===== config.mk =====
export PLATFORM = sky130hd
export DESIGN_NAME = button_click_page_controller_top
export DESIGN_NICKNAME = d
export VERILOG_FILES = /design/src/bcpc_pkg.sv /design/src/bcpc_step.sv /design/src/button_click_page_controller_top.sv
export VERILOG_INCLUDE_DIRS = /design/src /design/src/src
export SDC_FILE = /design/constraint.sdc
export NUM_CORES = 1
export LEC_CHECK = 0
export ABC_AREA = 1
export BUFFER_PORTS_ARGS = -buffer_cell sky130_fd_sc_hd__buf_2
export CORE_MARGIN = 4
export CORE_UTILIZATION = 63
export CTS_CLUSTER_SIZE = 24
export DETAILED_ROUTE_END_ITERATION = 6
export PLACE_DENSITY = 0.94
export SLEW_MARGIN = 20
export SYNTH_ARGS = -nofsm -noshare
export SYNTH_HDL_FRONTEND = slang
export SYNTH_SLANG_ARGS = --single-unit

===== constraint.sdc =====
create_clock -name aclk -period 16 [get_ports aclk]
set_input_delay 0.8 -clock aclk [delete_from_list [all_inputs] [get_ports aclk]]
set_output_delay 0.8 -clock aclk [all_outputs]
set_load 0.02 [all_outputs]

===== src/button_click_page_controller_top_macros.svh =====
`ifndef BUTTON_CLICK_PAGE_CONTROLLER_TOP_MACROS_SVH
`define BUTTON_CLICK_PAGE_CONTROLLER_TOP_MACROS_SVH

// Same-cycle check: whenever the antecedent holds, the consequent must hold too.
`define BCPC_ASSERT_NOW(lbl, clk, rstn, ante, cons, msg) \
    lbl: assert property (@(posedge clk) disable iff (!(rstn)) (ante) |-> (cons)) \
        else $error(msg);

// Next-cycle check: the consequent must hold in the cycle after the antecedent.
`define BCPC_ASSERT_NEXT(lbl, clk, rstn, ante, cons, msg) \
    lbl: assert property (@(posedge clk) disable iff (!(rstn)) (ante) |=> (cons)) \
        else $error(msg);

`endif


===== src/bcpc_pkg.sv =====
package bcpc_pkg;

    // Configuration port geometry.
    localparam int ADDR_W = 4;
    localparam int DATA_W = 32;

    // Register indexes, taken from paddr[3:2].
    localparam logic [1:0] REG_DEBOUNCE  = 2'd0;
    localparam logic [1:0] REG_DOUBLE    = 2'd1;
    localparam logic [1:0] REG_TIMEOUT   = 2'd2;
    localparam logic [1:0] REG_PAGES     = 2'd3;

    // Register reset values.
    localparam logic [15:0] DEBOUNCE_RST = 16'd50;
    localparam logic [15:0] DOUBLE_RST   = 16'd500;
    localparam logic [15:0] TIMEOUT_RST  = 16'd5000;
    localparam logic [3:0]  PAGES_RST    = 4'd3;

    // Stream beat widths.
    localparam int S_TDATA_W = 8;
    localparam int M_TDATA_W = 8;

    // Configuration registers as one group.
    typedef struct packed {
        logic [15:0] debounce_ms;
        logic [15:0] double_click_ms;
        logic [15:0] display_timeout_ms;
        logic [3:0]  page_count;
    } cfg_t;

    // Per-tick pulses produced by the step logic.
    typedef struct packed {
        logic page_print;
        logic page_reset;
    } flags_t;

endpackage


===== src/bcpc_step.sv =====
module bcpc_step
    import bcpc_pkg::*;
#(
    parameter int MAX_PAGES  = 8,
    parameter int TIMER_BITS = 16
) (
    input  logic                          press,
    input  cfg_t                          cfg,
    input  logic [TIMER_BITS-1:0]         since_press,
    input  logic                          click_pending,
    input  logic                          double_pending,
    input  logic [$clog2(MAX_PAGES)-1:0]  page_index,
    input  logic                          display_on,
    output logic [TIMER_BITS-1:0]         since_press_next,
    output logic                          click_pending_next,
    output logic                          double_pending_next,
    output logic [$clog2(MAX_PAGES)-1:0]  page_index_next,
    output logic                          display_on_next,
    output flags_t                        flags
);

    localparam int PW   = $clog2(MAX_PAGES);
    localparam int VW   = $clog2(MAX_PAGES + 1);
    localparam int EW   = (VW > 4) ? VW : 4;
    localparam int DW   = 2 * EW;
    localparam int CW   = (TIMER_BITS > 16) ? TIMER_BITS : 16;

    logic [TIMER_BITS-1:0] sp_inc;
    logic [CW-1:0]         sp_inc_w;
    logic [CW-1:0]         sp_post_w;
    logic [CW-1:0]         deb_w;
    logic [CW-1:0]         dbl_w;
    logic [CW-1:0]         tmo_w;
    logic                  press_taken;
    logic                  in_window;
    logic                  click_mid;
    logic                  double_mid;
    logic                  display_mid;
    logic [TIMER_BITS-1:0] sp_post;
    logic [EW-1:0]         eff_pages;
    logic [EW-1:0]         pc_w;
    logic [DW-1:0]         rem;
    logic [DW-1:0]         sub;
    logic [PW-1:0]         page_adv;

    // The elapsed counter saturates at all ones.
    assign sp_inc   = (&since_press) ? since_press : since_press + 1'b1;
    assign sp_inc_w = CW'(sp_inc);
    assign deb_w    = CW'(cfg.debounce_ms);
    assign dbl_w    = CW'(cfg.double_click_ms);
    assign tmo_w    = CW'(cfg.display_timeout_ms);

    // Press judging: debounced press either opens a click or marks a double click.
    assign press_taken = press && (sp_inc_w >= deb_w);
    assign in_window   = click_pending && (sp_inc_w < dbl_w);
    assign double_mid  = (press_taken && in_window) ? 1'b1 : double_pending;
    assign click_mid   = (press_taken && !in_window) ? 1'b1 : click_pending;
    assign sp_post     = press_taken ? '0 : sp_inc;
    assign sp_post_w   = CW'(sp_post);

    // Effective page count, clamped to one at the bottom and MAX_PAGES at the top.
    assign pc_w = EW'(cfg.page_count);
    always_comb begin
        if (pc_w == '0) begin
            eff_pages = EW'(1);
        end else if (pc_w > EW'(MAX_PAGES)) begin
            eff_pages = EW'(MAX_PAGES);
        end else begin
            eff_pages = pc_w;
        end
    end

    // Next page index: (index + 1) mod count by restoring long division,
    // one narrow compare and subtract per quotient bit.
    always_comb begin
        rem = DW'(page_index) + DW'(1);
        sub = '0;
        for (int k = EW - 1; k >= 0; k--) begin
            sub = DW'(eff_pages) << k;
            if (rem >= sub) begin
                rem = rem - sub;
            end
        end
        page_adv = PW'(rem);
    end

    // Pending click handling, then the idle timeout.
    always_comb begin
        click_pending_next  = click_mid;
        double_pending_next = double_mid;
        page_index_next     = page_index;
        display_mid         = display_on;
        flags               = '0;
        if (click_mid) begin
            priority if (!display_on) begin
                display_mid        = 1'b1;
                click_pending_next = 1'b0;
            end else if (double_mid) begin
                flags.page_reset    = 1'b1;
                double_pending_next = 1'b0;
                click_pending_next  = 1'b0;
            end else if (sp_post_w > dbl_w) begin
                page_index_next    = page_adv;
                flags.page_print   = 1'b1;
                click_pending_next = 1'b0;
            end else begin
                // The window is still open, so the click stays pending.
                click_pending_next = click_mid;
            end
        end
        display_on_next = display_mid && !(sp_post_w > tmo_w);
    end

    assign since_press_next = sp_post;

endmodule


===== src/button_click_page_controller_top.sv =====
// Channel  | Ports                       | Beat contents (lowest bit first)
// ---------+-----------------------------+-----------------------------------------------
// input    | s_tvalid s_tready s_tdata   | button_press
// result   | m_tvalid m_tready m_tdata   | display_lit, current_page[2:0], page_print,
//          |                             | page_reset
// config   | psel penable pwrite paddr.. | debounce, double-click, timeout, page count
//
// Each tick beat is latched in an input register, evaluated by the compare and
// counter logic, and lands in a result register. One beat is accepted every
// clock while the result register drains; the only stall comes from m_tready
// held low with both registers full.
// Reset (aresetn low, synchronous) restores the register defaults, clears the
// counter and click flags, selects page zero and switches the display on.
module button_click_page_controller_top
    import bcpc_pkg::*;
#(
    parameter int MAX_PAGES  = 8,
    parameter int TIMER_BITS = 16
) (
    input  logic                 aclk,
    input  logic                 aresetn,
    // s_tdata: [0] button_press, [7:1] zero
    input  logic                 s_tvalid,
    output logic                 s_tready,
    input  logic [S_TDATA_W-1:0] s_tdata,
    // m_tdata: [0] display_lit, [3:1] current_page, [4] page_print, [5] page_reset,
    // [7:6] zero
    output logic                 m_tvalid,
    input  logic                 m_tready,
    output logic [M_TDATA_W-1:0] m_tdata,
    input  logic                 psel,
    input  logic                 penable,
    input  logic                 pwrite,
    input  logic [ADDR_W-1:0]    paddr,
    input  logic [DATA_W-1:0]    pwdata,
    output logic [DATA_W-1:0]    prdata,
    output logic                 pready
);

`include "button_click_page_controller_top_macros.svh"

    localparam int PW = $clog2(MAX_PAGES);

    cfg_t                  cfg_reg;
    logic [TIMER_BITS-1:0] since_press_reg;
    logic                  click_pending_reg;
    logic                  double_pending_reg;
    logic [PW-1:0]         page_index_reg;
    logic                  display_on_reg;

    logic                  in_valid_reg;
    logic                  in_press_reg;
    logic                  out_valid_reg;
    logic                  out_display_reg;
    logic [2:0]            out_page_reg;
    flags_t                out_flags_reg;

    logic [TIMER_BITS-1:0] since_press_next;
    logic                  click_pending_next;
    logic                  double_pending_next;
    logic [PW-1:0]         page_index_next;
    logic                  display_on_next;
    flags_t                flags;

    logic                  advance;
    logic                  cfg_write;
    logic [1:0]            reg_sel;

    // Configuration port: writes land on the access phase, reads are combinational.
    assign pready    = 1'b1;
    assign cfg_write = psel && penable && pwrite && pready;
    assign reg_sel   = paddr[3:2];

    always_ff @(posedge aclk) begin
        if (!aresetn) begin
            cfg_reg.debounce_ms        <= DEBOUNCE_RST;
            cfg_reg.double_click_ms    <= DOUBLE_RST;
            cfg_reg.display_timeout_ms <= TIMEOUT_RST;
            cfg_reg.page_count         <= PAGES_RST;
        end else if (cfg_write) begin
            unique case (reg_sel)
                REG_DEBOUNCE: cfg_reg.debounce_ms        <= pwdata[15:0];
                REG_DOUBLE:   cfg_reg.double_click_ms    <= pwdata[15:0];
                REG_TIMEOUT:  cfg_reg.display_timeout_ms <= pwdata[15:0];
                REG_PAGES:    cfg_reg.page_count         <= pwdata[3:0];
            endcase
        end
    end

    always_comb begin
        unique case (reg_sel)
            REG_DEBOUNCE: prdata = DATA_W'(cfg_reg.debounce_ms);
            REG_DOUBLE:   prdata = DATA_W'(cfg_reg.double_click_ms);
            REG_TIMEOUT:  prdata = DATA_W'(cfg_reg.display_timeout_ms);
            REG_PAGES:    prdata = DATA_W'(cfg_reg.page_count);
        endcase
    end

    // Handshake: the input register moves on whenever the result register is free.
    assign advance  = in_valid_reg && (!out_valid_reg || m_tready);
    assign s_tready = !in_valid_reg || !out_valid_reg || m_tready;

    always_ff @(posedge aclk) begin
        if (!aresetn) begin
            in_valid_reg <= 1'b0;
        end else if (s_tready) begin
            in_valid_reg <= s_tvalid;
        end
    end

    always_ff @(posedge aclk) begin
        if (s_tvalid && s_tready) begin
            in_press_reg <= s_tdata[0];
        end
    end

    // One tick of the click state machine.
    bcpc_step #(
        .MAX_PAGES  (MAX_PAGES),
        .TIMER_BITS (TIMER_BITS)
    ) u_step (
        .press               (in_press_reg),
        .cfg                 (cfg_reg),
        .since_press         (since_press_reg),
        .click_pending       (click_pending_reg),
        .double_pending      (double_pending_reg),
        .page_index          (page_index_reg),
        .display_on          (display_on_reg),
        .since_press_next    (since_press_next),
        .click_pending_next  (click_pending_next),
        .double_pending_next (double_pending_next),
        .page_index_next     (page_index_next),
        .display_on_next     (display_on_next),
        .flags               (flags)
    );

    // State registers update once per evaluated tick.
    always_ff @(posedge aclk) begin
        if (!aresetn) begin
            since_press_reg    <= '0;
            click_pending_reg  <= 1'b0;
            double_pending_reg <= 1'b0;
            page_index_reg     <= '0;
            display_on_reg     <= 1'b1;
        end else if (advance) begin
            since_press_reg    <= since_press_next;
            click_pending_reg  <= click_pending_next;
            double_pending_reg <= double_pending_next;
            page_index_reg     <= page_index_next;
            display_on_reg     <= display_on_next;
        end
    end

    // Result register.
    always_ff @(posedge aclk) begin
        if (!aresetn) begin
            out_valid_reg <= 1'b0;
        end else if (advance) begin
            out_valid_reg <= 1'b1;
        end else if (m_tready) begin
            out_valid_reg <= 1'b0;
        end
    end

    always_ff @(posedge aclk) begin
        if (advance) begin
            out_display_reg <= display_on_next;
            out_page_reg    <= 3'(page_index_next);
            out_flags_reg   <= flags;
        end
    end

    assign m_tvalid = out_valid_reg;
    assign m_tdata  = {2'b00, out_flags_reg.page_reset, out_flags_reg.page_print,
                       out_page_reg, out_display_reg};

    // Checks on the pipeline and the click logic.
    `BCPC_ASSERT_NOW(a_one_pulse, aclk, aresetn, out_valid_reg,
        !(out_flags_reg.page_print && out_flags_reg.page_reset),
        "page_print and page_reset raised in the same beat")
    `BCPC_ASSERT_NOW(a_page_range, aclk, aresetn, 1'b1,
        page_index_reg < PW'(MAX_PAGES - 1) || page_index_reg == PW'(MAX_PAGES - 1),
        "page index beyond the page limit")
    `BCPC_ASSERT_NEXT(a_in_held, aclk, aresetn, in_valid_reg && !advance,
        in_valid_reg,
        "pending input beat dropped without evaluation")

endmodule

**Word-level counts from Yosys, hierarchy flattened**

Cells that the tools add are included.

- Register bits after elaboration: 83
- Output and inout bits: 43

- Add/subtract/negate cells: 6
- Order comparisons: 9
- Eq/ne operators: 3
- Multiplexer cells: 26
- Bitwise logic cells: 2
- Reduce and logical (&&, ||, !) cells: 26

Operator list:

| cell | count |
|---|---|
| $pmux 32 s4 | 1 |
| $gt 16x16->1 | 2 |
| $mux 16 | 2 |
| $mux 8 | 3 |
| $add 16x1->16 const B | 1 |
| $ge 16x16->1 | 1 |
| $lt 16x16->1 | 1 |
| $reduce_and 16->1 | 1 |
| $mux 3 | 5 |
| $mux 1 | 13 |
| $reduce_and 2->1 | 5 |
| $logic_and 1x1->1 | 9 |
| $ge 8x4->1 | 1 |
| $ge 8x5->1 | 1 |
| $ge 8x6->1 | 1 |
| $mux 4 | 2 |
| $sub 4x7->8 | 1 |
| $sub 8x5->8 | 1 |
| $sub 8x6->8 | 1 |
| $ge 4x7->1 | 1 |
| $add 3x1->4 const B | 1 |
| $eq 2x2->1 const B | 2 |
| $gt 4x4->1 const B | 1 |
| $logic_not 1->1 | 4 |
| other kinds (8) | 11 |

**Logic depth before layout (Yosys ltp)**

- Depth in word-level cells: 15
- Depth in mapped cells: 45
- Depth with buffers taken out: 45

**By module**

Synthesis repeated with hierarchy kept, for this count alone.

- Cells, all modules: 1024
- Area total of the unflattened synthesis: 6775.2 um2

Modules (own cells, without submodules):

| module | instances | cells each | area an instance (um2) | seq. area each (um2) |
|---|---|---|---|---|
| button_click_page_controller_top | 1 | 505 | 3629.7 | 1731.7 |
| bcpc_step | 1 | 519 | 3145.5 | 0.0 |

**Worst setup path after synthesis**

Ideal clock, no wire load.

- Kind: reg-to-reg
- Start point: register page_index_reg[0]
- End point: register out_page_reg[0], data pin
- Setup time: 0.253 ns
- Arrival time: 5.221 ns
- Slack: 10.525 ns
- Stages on the path, launching flop included: 41
- Buffers on the path: 0
- Cells stage by stage: dfxtp_1 -> inv_1 -> nor3_1 -> inv_1 -> ha_1 -> nand4_1 -> nor2_2 -> nand2_1 -> nand2_2 -> o21a_1 -> inv_1 -> fa_1 -> nor2_1 -> o21ai_0 -> nand3_1 -> inv_1 -> nand2_2 -> o21a_1 -> (+5 left out) -> nor2_1 -> nor2_1 -> nand3_2 -> nor2_2 -> nand2_1 -> nand2_1 -> inv_1 -> fa_1 -> a21oi_1 -> nor2_1 -> o21ai_0 -> nand2_1 -> a21oi_2 -> nand2_2 -> nand2_1 -> nand2_1 -> nand2_1 -> nand2_1

- Longest elaborated chain between the ends: 13
- Elaborated cells between the ends (all ways): 17

Ends and longest elaborated chain:

| element | RTL line | source |
|---|---|---|
| start, declared | button_click_page_controller_top.sv:48 | `logic [PW-1:0] page_index_reg;` |
| start signal, assigned | button_click_page_controller_top.sv:149 | `page_index_reg <= page_index_next;` |
| $add 3x1->4 | bcpc_step.sv:76 | `rem = DW'(page_index) + DW'(1);` |
| $sub 4x7->8 or $ge 4x7->1 (tied branches) | bcpc_step.sv:81, bcpc_step.sv:80 |  |
| $mux 8 | bcpc_step.sv:80 | `if (rem >= sub) begin` |
| $sub 8x6->8 or $ge 8x6->1 (tied branches) | bcpc_step.sv:81, bcpc_step.sv:80 |  |
| $mux 8 | bcpc_step.sv:80 |  |
| $sub 8x5->8 or $ge 8x5->1 (tied branches) | bcpc_step.sv:81, bcpc_step.sv:80 |  |
| $mux 8 | bcpc_step.sv:80 |  |
| $ge 8x4->1 or $sub 3x3->3 (tied branches) | bcpc_step.sv:80, bcpc_step.sv:81 |  |
| $mux 3 | bcpc_step.sv:80 |  |
| $mux 3 | bcpc_step.sv:102 | `end else if (sp_post_w > dbl_w) begin` |
| $mux 3 | bcpc_step.sv:98 | `end else if (double_mid) begin` |
| $mux 3 | bcpc_step.sv:95 | `priority if (!display_on) begin` |
| $mux 3 * | bcpc_step.sv:94 | `if (click_mid) begin` |
| named net page_index_next[0] | button_click_page_controller_top.sv:61 | `logic [PW-1:0] page_index_next;` |
| end signal, assigned | button_click_page_controller_top.sv:168 | `out_page_reg <= 3'(page_index_next);` |
| end, declared | button_click_page_controller_top.sv:55 | `logic [2:0] out_page_reg;` |

The timed path passes the listed nets; every way through them passes the cells marked *.
A chain may end at the register's enable or synchronous reset.

**Worst setup path in the final report**

- Start point: register page_index_reg[0]
- End point: register page_index_reg[0]

- Longest elaborated chain between the ends: 13
- Elaborated cells between the ends (all ways): 17

Ends and longest elaborated chain:

| element | RTL line |
|---|---|
| $add 3x1->4 | bcpc_step.sv:76 |
| $sub 4x7->8 or $ge 4x7->1 (tied branches) | bcpc_step.sv:81, bcpc_step.sv:80 |
| $mux 8 | bcpc_step.sv:80 |
| $sub 8x6->8 or $ge 8x6->1 (tied branches) | bcpc_step.sv:81, bcpc_step.sv:80 |
| $mux 8 | bcpc_step.sv:80 |
| $sub 8x5->8 or $ge 8x5->1 (tied branches) | bcpc_step.sv:81, bcpc_step.sv:80 |
| $mux 8 | bcpc_step.sv:80 |
| $ge 8x4->1 or $sub 3x3->3 (tied branches) | bcpc_step.sv:80, bcpc_step.sv:81 |
| $mux 3 | bcpc_step.sv:80 |
| $mux 3 | bcpc_step.sv:102 |
| $mux 3 | bcpc_step.sv:98 |
| $mux 3 | bcpc_step.sv:95 |
| $mux 3 * | bcpc_step.sv:94 |

Every way passes the cells marked *; elsewhere a longest branch is shown, timed or not.

==> impl_metrics.tcl <==
set metrics [dict create \
    dpl_worst_slack_ns 9.63 \
    overflow 0 \
    rsz0062_at_grt "false" \
    fin_nets 1042 \
    synth.yosys.seq_area_share 0.278 \
    cp.required_ns 16.26 \
    fin_skew_ns 0.0268 \
    critPathMaxStageDelay_ns 0.49 \
    cts.sinks 83 \
    synth_area_per_cell_um2 7.15 \
    clk_latency_ns 0.37 \
    die_x_um 107 \
    relSlewSlack 0.280 \
    synth-seq-cells 83 \
    slew_violations 0 \
    wl_um 15200 \
    hp-class "reg -> reg" \
    netlist_top_cells_area "dfxtp_1 24%, ha_1 16%, nand2_1 9.5%, inv_1 8.6%, a21oi_1 7.6%" \
    area_growth_pct 7.66 \
    h-tree-depth 3 \
    worst_setup_path_start_kind "flop" \
    diodes 0 \
    drt_iter0_drc 408 \
    min_period_over_period 0.402 \
    p_seq_frac 0.419 \
    ant_nets 0 \
    grtUsageTotal 0.271 \
    slowest_stage "dfxtp_1" \
    cap_violations 0 \
    tns_ns 0 \
    rows 36 \
    p_leak_nw 3.27 \
    vias_per_cell 5.68 \
    drt_pass1_iterations 5 \
    clock.fmax_mhz 156 \
    clkPwrFrac 0.319 \
    fp.dieH_um 107 \
    synth_cells 871 \
    yosysMostFrequentCell "nand2_1" \
    initial_utilization 0.643 \
    synth_edf_count 7 \
    place_hpwl_um 11400 \
    drive_above_1_share 0.116 \
    cts_hold_buf 0 \
    cp_common_cell "nand2_1" \
    antenna_found_initial 0 \
    setup_slack_ns 9.58 \
    worst_pin_slew_ns 1.08 \
    yosys.area.top_type "dfxtp_1" \
    portBuffers 49 \
    vdd_drop_max_uv 44.8 \
    boundaryPins 94 \
    ctsResizeCount 0 \
    yosys_warnings 0 \
    grt_max_degree 71 \
    status "complete, no violations" \
    cp.arrival_ns 6.69 \
    cts_buffers 9 \
    setup-violations-final 0 \
    hold_viol_final 0 \
    min_period_ns 6.42 \
    hold_ws_ns 0.482 \
    ys_types 47 \
    largest_reg_flops 52 \
    drcViolationCount 0 \
    tritoncts "done" \
    synth.cell_area_um2 6220 \
    p_switching_uw 182 \
    nFillCells 744 \
    clockBufferDepth 2 \
    p_sw_frac 0.340 \
    gp_congestion 0.904 \
    synthTopCellsByCount "158 x nand2_1, 142 x inv_1, 94 x a21oi_1" \
    async_flop_share 0 \
    synth_ff_type "dfxtp_1" \
    p_int_uw 354 \
    clkTransAtPathRegs_ns 0.08 \
    p_per_area_nw_per_um2 80.0 \
    crit_path_end_kind "flop" \
    grt_pass1_vias 5638 \
    core_area_um2 9680 \
    synth_top_area_share 0.244 \
    num_vias 5946 \
    root_buffer "clkbuf_8" \
    comb_power_share 0.262 \
    crit_type "reg -> reg" \
    dieArea_um2 11500 \
    critPathMaxFanout 6 \
    postCtsSetupRepairBufs 0 \
    routedWlPerCell_um 14.6 \
    grt_pass1_wl_um 25500 \
]
[metrics by stage]
stage / instance area, um2 / util / std cells / power [mW]
finish: 6700 / 0.692 / 1046 / 0.536
detailed placement: 6470 / 0.668 / 1030 / 0.366
floorplan: 6290 / - / 888 / 0.336
global route: 6700 / 0.692 / 1046 / 0.566
global placement: 6470 / 0.668 / 1030 / 0.359
CTS: 6700 / 0.692 / 1046 / 0.534
[path summary, 6_finish.rpt]
kind                            cells after the start              start  slack (ns)                end
worst max-delay path                               42  page_index_reg[0]        9.58  page_index_reg[0]
worst min-delay path                                2       in_valid_reg        0.48           m_tvalid
worst max register to register                     42  page_index_reg[0]        9.58  page_index_reg[0]
worst min register to register                      2       in_valid_reg        0.48           m_tvalid
[power groups by stage]
stage	Combinational, mW	Clock [mW]	Sequential [mW]
4_1_cts	0.139	0.171	0.224
6_report	0.140	0.171	0.224
3_5_place_dp	0.137	0	0.229
3_3_place_gp	0.130	0	0.229
5_1_grt	0.160	0.180	0.225
2_1_floorplan	0.107	0	0.229
[area by class of cell]
class | instances | area, um2 | share of cell area
inverters | 148 | 558 | 0.0833
well taps | 133 | 166 | 0.0248
clock inverters | 5 | 65.1 | 0.00971
flip-flops and latches | 83 | 1730 | 0.258
repair buffers | 50 | 253 | 0.0377
multi-input cells | 616 | 3760 | 0.562
clock buffers | 11 | 163 | 0.0243
[logic make-up after synthesis]
family,Yosys count,share of synthesized area
buffers and inverters,189,0.128
adder cells (fa/ha/maj),83,0.170
XOR/XNOR,14,0.0197
AO/OA/AOI/OAI,219,0.200
flip-flops,83,0.278
other,2,0.00121
AND/OR/NAND/NOR,281,0.203
[placed cells by master, fill, tap and decap left out, types with 3 or more instances in the layout]
master,synthesis,final
a211oi_1,3,3
fa_1,3,3
edfxtp_1,7,7
clkbuf_8,0,10
dfxtp_1,76,76
nor3_1,12,12
nand4_1,6,6
nand2_2,14,14
xnor2_1,6,6
a21oi_1,94,94
nand3_2,5,5
o21ai_0,74,74
xor2_1,8,8
inv_2,4,5
nand3_1,26,26
o211ai_1,18,18
o221ai_1,13,13
buf_2,0,49
nor2_1,44,43
nand2_1,158,158
nor2_2,4,5
inv_1,142,142
conb_1,2,19
a31oi_1,3,3
nor4_1,3,3
ha_1,80,80
[critical path, delay by kind of cell (launching register included)]
family	cells	cell delay (ns)
adder cells (fa/ha/maj)	4	1.33
buffers and inverters	8	0.69
AO/OA/AOI/OAI	8	1.41
flip-flops	1	0.49
AND/OR/NAND/NOR	22	2.41
[routing by layer]
metal / wire, um / GRT usage / vias to the layer above
li1: - / - / 2933
met1: 6130 / 0.328 / 2708
met2: 7530 / 0.471 / 246
met3: 987 / 0.0468 / 59
met4: 595 / 0.123 / 0
met5: 0 / 0 / -
No activity file was read; power rests on OpenSTA's default activity.
